### config.mk
export PLATFORM = sky130hd
export DESIGN_NAME = lfu_cache_lookup_insert
export DESIGN_NICKNAME = d
export VERILOG_FILES = /design/src/sv/lfu_pkg.sv /design/src/sv/lfu_cache_lookup_insert.sv /design/src/sv/lfu_ram.sv /design/src/sv/lfu_scan.sv
export SDC_FILE = /design/constraint.sdc
export NUM_CORES = 2
export LEC_CHECK = 0
export BUFFER_PORTS_ARGS = -buffer_cell sky130_fd_sc_hd__buf_2
export CAP_MARGIN = 0
export CORE_MARGIN = 5
export CORE_UTILIZATION = 59
export DETAILED_ROUTE_END_ITERATION = 6
export GPL_ROUTABILITY_DRIVEN = 1
export PLACE_DENSITY_LB_ADDON = 0.05
export RECOVER_POWER = 100
export SLEW_MARGIN = 0
export SYNTH_ARGS = -nofsm -noshare
export SYNTH_HDL_FRONTEND = slang
export SYNTH_SLANG_ARGS = --single-unit
### constraint.sdc
create_clock -name clk -period 28.3 [get_ports clk]
set_input_delay 1.415 -clock clk [delete_from_list [all_inputs] [get_ports clk]]
set_output_delay 1.415 -clock clk [all_outputs]
set_load 0.01 [all_outputs]
### src/sv/lfu_pkg.sv
// Package for the LFU cache: field widths, payload and entry types, register codes.
// No dependencies; every other file but lfu_ram imports it.
package lfu_pkg;

    localparam int KEY_W   = 32;
    localparam int VAL_W   = 32;
    localparam int CNT_W   = 32;
    localparam int STAMP_W = 64;
    localparam int CAP_W   = 5;
    localparam int PADDR_W = 3;
    localparam int PDATA_W = 32;

    localparam logic [CAP_W-1:0] CAP_RESET   = CAP_W'(16);
    localparam logic             CFG_CAP_IDX = 1'b0;

    typedef enum logic
    {
        ACT_GET = 1'b0,
        ACT_SET = 1'b1
    } action_t;

    typedef struct packed
    {
        logic [0:0]       action;
        logic [KEY_W-1:0] lookup_key;
        logic [VAL_W-1:0] write_value;
    } cmd_t;

    typedef struct packed
    {
        logic             hit;
        logic [VAL_W-1:0] read_value;
    } rsp_t;

    typedef struct packed
    {
        logic [KEY_W-1:0]   key;
        logic [VAL_W-1:0]   value;
        logic [CNT_W-1:0]   count;
        logic [STAMP_W-1:0] stamp;
    } entry_t;

    typedef struct packed
    {
        logic found;
        logic victim_ok;
        logic free_ok;
    } scan_flags_t;

endpackage

### src/sv/lfu_cache_lookup_insert.sv
// Top level of the LFU cache with LRU tie break: sequencer, valid bits, APB register.
// Depends on lfu_pkg, lfu_ram, lfu_scan.
//
//   channel   signals                                  handshake
//   command   start, busy, cmd (action/key/value)      start & !busy
//   result    done, rsp (hit/read_value)               done, one cycle
//   config    psel, penable, pwrite, paddr, pwdata     psel & penable & pwrite
//
// An item runs from accept to result through these steps in order:
// one RAM read per entry through the shared compare unit, a drain state, one write-back.
// busy falls at the edge that raises done, so a new command may be accepted in the cycle
// done is shown; no new command is accepted while one is in flight.
// The receiver cannot stall: each result is shown for exactly one cycle.
// Reset clears valid bits, occupancy and stamp clock and sets capacity to 16; no clearing pass.
module lfu_cache_lookup_insert #(
    parameter int ENTRIES = 16
) (
    input  logic                        clk,
    input  logic                        rst_n,
    input  logic                        start,
    output logic                        busy,
    input  lfu_pkg::cmd_t               cmd,
    output logic                        done,
    output lfu_pkg::rsp_t               rsp,
    input  logic                        psel,
    input  logic                        penable,
    input  logic                        pwrite,
    input  logic [lfu_pkg::PADDR_W-1:0] paddr,
    input  logic [lfu_pkg::PDATA_W-1:0] pwdata,
    output logic [lfu_pkg::PDATA_W-1:0] prdata,
    output logic                        pready
);
    import lfu_pkg::*;

    localparam int IW    = (ENTRIES > 1) ? $clog2(ENTRIES) : 1;
    localparam int OCC_W = $clog2(ENTRIES + 1);
    localparam int CMP_W = (OCC_W > CAP_W) ? OCC_W : CAP_W;
    localparam logic [IW-1:0] LAST_IDX = IW'(ENTRIES - 1);

    typedef enum logic [3:0]
    {
        ST_IDLE   = 4'b0001,
        ST_SCAN   = 4'b0010,
        ST_LAST   = 4'b0100,
        ST_FINISH = 4'b1000
    } state_t;

    state_t             state_reg, state_next;
    logic [IW-1:0]      scan_idx_reg;
    logic               eval_reg;
    logic [IW-1:0]      eval_idx_reg;
    logic [ENTRIES-1:0] valid_reg, valid_next;
    logic [OCC_W-1:0]   occ_reg, occ_next;
    logic [STAMP_W-1:0] clock_reg, clock_next;
    logic [CAP_W-1:0]   cap_reg;
    cmd_t               cmd_reg;
    rsp_t               rsp_reg, rsp_next;
    logic               done_reg;

    logic               ram_we;
    logic [IW-1:0]      ram_waddr;
    entry_t             ram_wdata;
    logic [$bits(entry_t)-1:0] ram_rdata;

    scan_flags_t        flags;
    logic [IW-1:0]      found_idx, victim_idx, free_idx, slot_idx;
    entry_t             found_entry;
    logic [CNT_W-1:0]   count_inc;
    logic [CMP_W-1:0]   cap_eff;
    logic               evict, cfg_wr;

    lfu_ram #(
        .WIDTH ($bits(entry_t)),
        .DEPTH (ENTRIES)
    ) u_ram (
        .clk   (clk),
        .we    (ram_we),
        .waddr (ram_waddr),
        .wdata (ram_wdata),
        .raddr (scan_idx_reg),
        .rdata (ram_rdata)
    );

    lfu_scan #(
        .ENTRIES (ENTRIES)
    ) u_scan (
        .clk         (clk),
        .rst_n       (rst_n),
        .clear       (state_reg == ST_IDLE),
        .eval        (eval_reg),
        .eval_idx    (eval_idx_reg),
        .eval_valid  (valid_reg[eval_idx_reg]),
        .eval_entry  (entry_t'(ram_rdata)),
        .key         (cmd_reg.lookup_key),
        .flags       (flags),
        .found_idx   (found_idx),
        .found_entry (found_entry),
        .victim_idx  (victim_idx),
        .free_idx    (free_idx)
    );

    always_comb
    begin
        cap_eff   = (CMP_W'(cap_reg) > CMP_W'(ENTRIES)) ? CMP_W'(ENTRIES) : CMP_W'(cap_reg);
        evict     = (CMP_W'(occ_reg) >= cap_eff) && flags.victim_ok;
        slot_idx  = (!evict) ? free_idx :
                    ((flags.free_ok && (free_idx < victim_idx)) ? free_idx : victim_idx);
        count_inc = (found_entry.count == '1) ? found_entry.count : found_entry.count + 1'b1;

        state_next = state_reg;
        valid_next = valid_reg;
        occ_next   = occ_reg;
        clock_next = clock_reg;
        rsp_next   = rsp_reg;
        ram_we     = 1'b0;
        ram_waddr  = found_idx;
        ram_wdata  = found_entry;

        unique case (state_reg)
            ST_IDLE:
            begin
                if (start)
                begin
                    state_next = ST_SCAN;
                end
            end
            ST_SCAN:
            begin
                if (scan_idx_reg == LAST_IDX)
                begin
                    state_next = ST_LAST;
                end
            end
            ST_LAST:
            begin
                state_next = ST_FINISH;
            end
            ST_FINISH:
            begin
                state_next          = ST_IDLE;
                rsp_next.hit        = flags.found;
                rsp_next.read_value = '0;
                if (cmd_reg.action == ACT_GET)
                begin
                    if (flags.found)
                    begin
                        rsp_next.read_value = found_entry.value;
                        ram_we              = 1'b1;
                        ram_wdata.count     = count_inc;
                        ram_wdata.stamp     = clock_reg;
                        clock_next          = clock_reg + 1'b1;
                    end
                end
                else if (cap_eff != '0)
                begin
                    if (flags.found)
                    begin
                        ram_we          = 1'b1;
                        ram_wdata.value = cmd_reg.write_value;
                        ram_wdata.count = count_inc;
                        ram_wdata.stamp = clock_reg;
                        clock_next      = clock_reg + 1'b1;
                    end
                    else if (evict || flags.free_ok)
                    begin
                        ram_we          = 1'b1;
                        ram_waddr       = slot_idx;
                        ram_wdata.key   = cmd_reg.lookup_key;
                        ram_wdata.value = cmd_reg.write_value;
                        ram_wdata.count = CNT_W'(1);
                        ram_wdata.stamp = clock_reg;
                        clock_next      = clock_reg + 1'b1;
                        if (evict)
                        begin
                            valid_next[victim_idx] = 1'b0;
                        end
                        else
                        begin
                            occ_next = occ_reg + 1'b1;
                        end
                        valid_next[slot_idx] = 1'b1;
                    end
                end
            end
            default:
            begin
                state_next = ST_IDLE;
            end
        endcase
    end

    assign cfg_wr = psel && penable && pwrite && (paddr[PADDR_W-1] == CFG_CAP_IDX);

    always_ff @(posedge clk or negedge rst_n)
    begin
        if (!rst_n)
        begin
            state_reg    <= ST_IDLE;
            scan_idx_reg <= '0;
            eval_reg     <= 1'b0;
            valid_reg    <= '0;
            occ_reg      <= '0;
            clock_reg    <= '0;
            cap_reg      <= CAP_RESET;
            done_reg     <= 1'b0;
        end
        else
        begin
            state_reg <= state_next;
            eval_reg  <= (state_reg == ST_SCAN);
            valid_reg <= valid_next;
            occ_reg   <= occ_next;
            clock_reg <= clock_next;
            done_reg  <= (state_reg == ST_FINISH);
            if (state_reg == ST_SCAN)
            begin
                scan_idx_reg <= scan_idx_reg + 1'b1;
            end
            else
            begin
                scan_idx_reg <= '0;
            end
            if (cfg_wr)
            begin
                cap_reg <= pwdata[CAP_W-1:0];
            end
        end
    end

    always_ff @(posedge clk)
    begin
        eval_idx_reg <= scan_idx_reg;
        rsp_reg      <= rsp_next;
        if ((state_reg == ST_IDLE) && start)
        begin
            cmd_reg <= cmd;
        end
    end

    assign busy   = (state_reg != ST_IDLE);
    assign done   = done_reg;
    assign rsp    = rsp_reg;
    assign pready = 1'b1;
    assign prdata = (paddr[PADDR_W-1] == CFG_CAP_IDX) ? PDATA_W'(cap_reg) : '0;

endmodule

### src/sv/lfu_ram.sv
// Generic single-write, single-read RAM with registered read data.
// No dependencies.
module lfu_ram #(
    parameter int WIDTH = 8,
    parameter int DEPTH = 16,
    localparam int AW = (DEPTH > 1) ? $clog2(DEPTH) : 1
) (
    input  logic             clk,
    input  logic             we,
    input  logic [AW-1:0]    waddr,
    input  logic [WIDTH-1:0] wdata,
    input  logic [AW-1:0]    raddr,
    output logic [WIDTH-1:0] rdata
);

    logic [WIDTH-1:0] mem [DEPTH];
    logic [WIDTH-1:0] rdata_reg;

    always_ff @(posedge clk)
    begin
        if (we)
        begin
            mem[waddr] <= wdata;
        end
        rdata_reg <= mem[raddr];
    end

    assign rdata = rdata_reg;

endmodule

### src/sv/lfu_scan.sv
// Shared compare unit for the entry scan: key match, LFU/LRU victim, first free slot.
// Depends on lfu_pkg.
module lfu_scan #(
    parameter int ENTRIES = 16,
    localparam int IW = (ENTRIES > 1) ? $clog2(ENTRIES) : 1
) (
    input  logic                      clk,
    input  logic                      rst_n,
    input  logic                      clear,
    input  logic                      eval,
    input  logic [IW-1:0]             eval_idx,
    input  logic                      eval_valid,
    input  lfu_pkg::entry_t           eval_entry,
    input  logic [lfu_pkg::KEY_W-1:0] key,
    output lfu_pkg::scan_flags_t      flags,
    output logic [IW-1:0]             found_idx,
    output lfu_pkg::entry_t           found_entry,
    output logic [IW-1:0]             victim_idx,
    output logic [IW-1:0]             free_idx
);
    import lfu_pkg::*;

    scan_flags_t        flags_reg, flags_next;
    logic [IW-1:0]      found_idx_reg;
    entry_t             found_entry_reg;
    logic [IW-1:0]      victim_idx_reg;
    logic [CNT_W-1:0]   best_cnt_reg;
    logic [STAMP_W-1:0] best_stamp_reg;
    logic [IW-1:0]      free_idx_reg;
    logic               take_found, take_victim, take_free;

    always_comb
    begin
        take_found  = eval && eval_valid && !flags_reg.found && (eval_entry.key == key);
        take_victim = eval && eval_valid &&
                      (!flags_reg.victim_ok || (eval_entry.count < best_cnt_reg) ||
                       ((eval_entry.count == best_cnt_reg) &&
                        (eval_entry.stamp < best_stamp_reg)));
        take_free   = eval && !eval_valid && !flags_reg.free_ok;
        flags_next  = flags_reg;
        if (clear)
        begin
            flags_next = '0;
        end
        else
        begin
            if (take_found)
            begin
                flags_next.found = 1'b1;
            end
            if (take_victim)
            begin
                flags_next.victim_ok = 1'b1;
            end
            if (take_free)
            begin
                flags_next.free_ok = 1'b1;
            end
        end
    end

    always_ff @(posedge clk or negedge rst_n)
    begin
        if (!rst_n)
        begin
            flags_reg <= '0;
        end
        else
        begin
            flags_reg <= flags_next;
        end
    end

    always_ff @(posedge clk)
    begin
        if (!clear)
        begin
            if (take_found)
            begin
                found_idx_reg   <= eval_idx;
                found_entry_reg <= eval_entry;
            end
            if (take_victim)
            begin
                victim_idx_reg <= eval_idx;
                best_cnt_reg   <= eval_entry.count;
                best_stamp_reg <= eval_entry.stamp;
            end
            if (take_free)
            begin
                free_idx_reg <= eval_idx;
            end
        end
    end

    assign flags       = flags_reg;
    assign found_idx   = found_idx_reg;
    assign found_entry = found_entry_reg;
    assign victim_idx  = victim_idx_reg;
    assign free_idx    = free_idx_reg;

endmodule

==> out/results.tsv <==
stage	metric	value	unit
sta	drv_slew	4261	
pwr	p_sw	2.17	mW
route	totalWireLength	286	mm
logic_synthesis	synth-simple-area-share	0.0324	
floorplanning	rows	167	
critical_path	rrSetupSlack	12440	ps
sta	tightestPinTransition	10010	ps
logic_synthesis	synth_xor_area_frac	0.00749	
placed_design	place_congestion	0.803	
grt	grt_pass1_vias	64600	
critical_path	crit_required	28530	ps
job	cap_viol_max_count	85	
critical_path	critPathKind	reg2reg	
route	drc	0	
grt	antenna_found_initial	6	
logic_synthesis	ys.flop_type	edfxtp_1	
cells_and_area	final_common_cell	edfxtp_1	
route	routedWlPerCell	28.4	um
route	firstDrtPassIters	6	
logic_synthesis	synth_edf_count	2926	
critical_path	r2r_start	cap_reg[4]$_DFFE_PN1P_	
grt	grt_max_degree	152	
clocking	cts-root-buf	clkbuf_16	
pwr	peakVddDrop	70.0	uV
logic_synthesis	synth_area_leaders	edfxtp_1 72%, mux4_2 6.0%, mux2i_1 3.9%	
clocking	cts_resized	0	
clocking	cts_hold_buf	0	
clocking	cts_setup_buffers	0	
sta	clock-skew-final	45.7	ps
pwr	clkPwrFrac	0.404	
floorplanning	design.core.area	0.207	mm^2
pwr	combPwrFrac	0.081	
cells_and_area	drive_gt1_frac	0.144	
sta	rsz0062_at_grt	false	
floorplanning	initial_core_util	0.593	
logic_synthesis	async_reset_ff_frac	0.0323	
clocking	clk_latency	940	ps
placed_design	io_buffers	116	
clocking	clock_sinks	3193	
floorplanning	die_h	466	um
floorplanning	dieArea	0.217	mm^2
hold_path	hold_class	reg2reg	
sta	fin_crit_sh	0.560	
floorplanning	dieWidth	466	um
sta	hold_viol	0	
logic_synthesis	synthesis.area	0.123	mm^2
route	num_vias	63000	
sta	clock.fmax	63.0	MHz
sta	timing.hold.ws	400	ps
sta	slew_headroom	-5.67	
floorplanning	ios	174	
route	post_drt_via_cell_ratio	6.25	
pwr	p_per_area	74.8	mW/mm^2
run_status	outcome	complete, but fails checks	
critical_path	arrival	16090	ps
pwr	swShare	0.212	
cells_and_area	nets	7249	
critical_path	critPathLaunch	cap_reg[4]$_DFFE_PN1P_	
logic_synthesis	synth_top_cell_by_area	edfxtp_1	
pwr	leakage	43.9	nW
run_status	violations	capacitance limit, slew limit	
route	drt_iter0_markers	6593	
placed_design	hpwl	136	mm
critical_path	cp-end-kind	flop	
logic_synthesis	synthAdderAreaFrac	0.0109	
logic_synthesis	synth_top_family_by_area	multiplexers	
grt	grt_use_total	0.263	
critical_path	critPathLaunchType	flop	
sta	setup_tns	0	ps
logic_synthesis	synthCells	6778	
clocking	path_clk_slew	60	ps
logic_synthesis	yosysWarnings	0	
cells_and_area	layout_common_cells	2926 x edfxtp_1, 537 x nand2_1, 483 x mux2i_1	
logic_synthesis	synth_compound_area_frac	0.0525	
route	ant_nets	0	
clocking	cts_tree	built	
logic_synthesis	synth_top_area_frac	0.716	
logic_synthesis	ys_seq_elements	3193	
pwr	pwr-share-seq	0.515	
pwr	internal-power	8.03	mW
cells_and_area	largest_reg_flops	2560	
clocking	cts_max_level	5	
clocking	cts_buffers	328	
hold_path	worstHoldStart	u_ram.rdata[115]$_DFF_P_	
critical_path	crit_fanout	95	
grt	grt_pass1_wl	423	mm
logic_synthesis	avgSynthCellArea	18.1	um^2
grt	grt_overflow	0	
sta	finalCriticalPeriod	15860	ps
cells_and_area	area_delta_synth_final	11.1	%
logic_synthesis	synthMuxAreaShare	0.117	
logic_synthesis	seq_area_frac_synth	0.764	
logic_synthesis	yosys.cell_types.count	79	
sta	setup_viol	0	
clocking	clk_path_buf_depth	4	
[synthesized netlist by cell type, drive strengths merged (52+ instances only)]
cell and instances:
a21oi 218, a221oi 163, a22oi 159, and3 52
buf 151, clkbuf 193, dfrtp 101, dfxtp 164
edfxtp 2926, ha 107, inv 115, mux2 197
mux2i 483, mux4 327, nand2 538, nand3 52
nor2 66, o21ai 409, xnor2 59
[kinds of logic after synthesis]
kind of cell / Yosys count
buf+inv: 461
xor+xnor: 105
compound gates: 1033
fa+ha+maj: 107
simple gates: 870
mux: 1007
flops: 3193
other cells: 2
[worst paths after layout]
check,end,cells past startpoint
setup reg to reg,u_ram.mem[3][18]$_DFFE_PP_,11
hold / removal,u_scan.found_entry[115]$_DFFE_PP_,0
hold reg to reg,u_scan.found_entry[115]$_DFFE_PP_,0
min in group asynchronous,clock_reg[54]$_DFFE_PN0P_,1
setup / recovery,u_ram.mem[3][18]$_DFFE_PP_,11
max in group asynchronous,scan_idx_reg[1]$_DFF_PN0_,2
[per-layer routing]
metal  global-route usage  wire length (um)  vias to the layer above
met5                    0                 0                        -
met4               0.0624              6570                        0
met3               0.0351             17300                      452
met2                0.442            143000                     2124
met1                0.372            119000                    33000
li1                     -                 -                    27400
[critical path: stages, from the launching register on]
cell and delay, ps:
dfstp_1 680, inv_1 250, nand2_1 120, ha_1 150, nand2_1 60, o21ai_0 240, a211oi_1 260, nor2_4 210
clkbuf_1 2300, o21ai_0 1530, a21oi_1 2690, clkbuf_1 6520
[power by group through the flow]
stage                     clock, mW  sequential, mW  combinational [mW]
after floorplan                   0            5.31               0.632
after global placement            0            5.35               0.775
after detailed placement          0            5.35               0.782
after CTS                      4.19            5.25               0.786
after global routing           4.39            5.26               0.897
final                          4.12            5.25               0.822
[through the flow]
stage / setup slack (ps) / total power, mW / utilization / std cells / instance area, um^2
6_report: 12440 / 10.2 / 0.658 / 10100 / 136000
5_1_grt: 11680 / 10.5 / 0.658 / 10100 / 136000
4_1_cts: 22050 / 10.2 / 0.662 / 10100 / 137000
3_5_place_dp: 22070 / 6.13 / 0.613 / 9493 / 127000
3_3_place_gp: 22110 / 6.12 / 0.613 / 9493 / 127000
2_1_floorplan: 17560 / 5.94 / - / 6804 / 123000
[cell type report]
type                            count  area [um^2]
Fill cell                       14100        70800
Sequential cell                  3193        93700
Inverter                          117          440
Antenna cell                        3         7.51
Multi-Input combinational cell   3150        27300
Tap cell                         2788         3490
Clock inverter                    107          931
Clock buffer                      470         9270
Timing Repair Buffer              246         1170
Note: power is estimated with default switching activity, not from simulation.
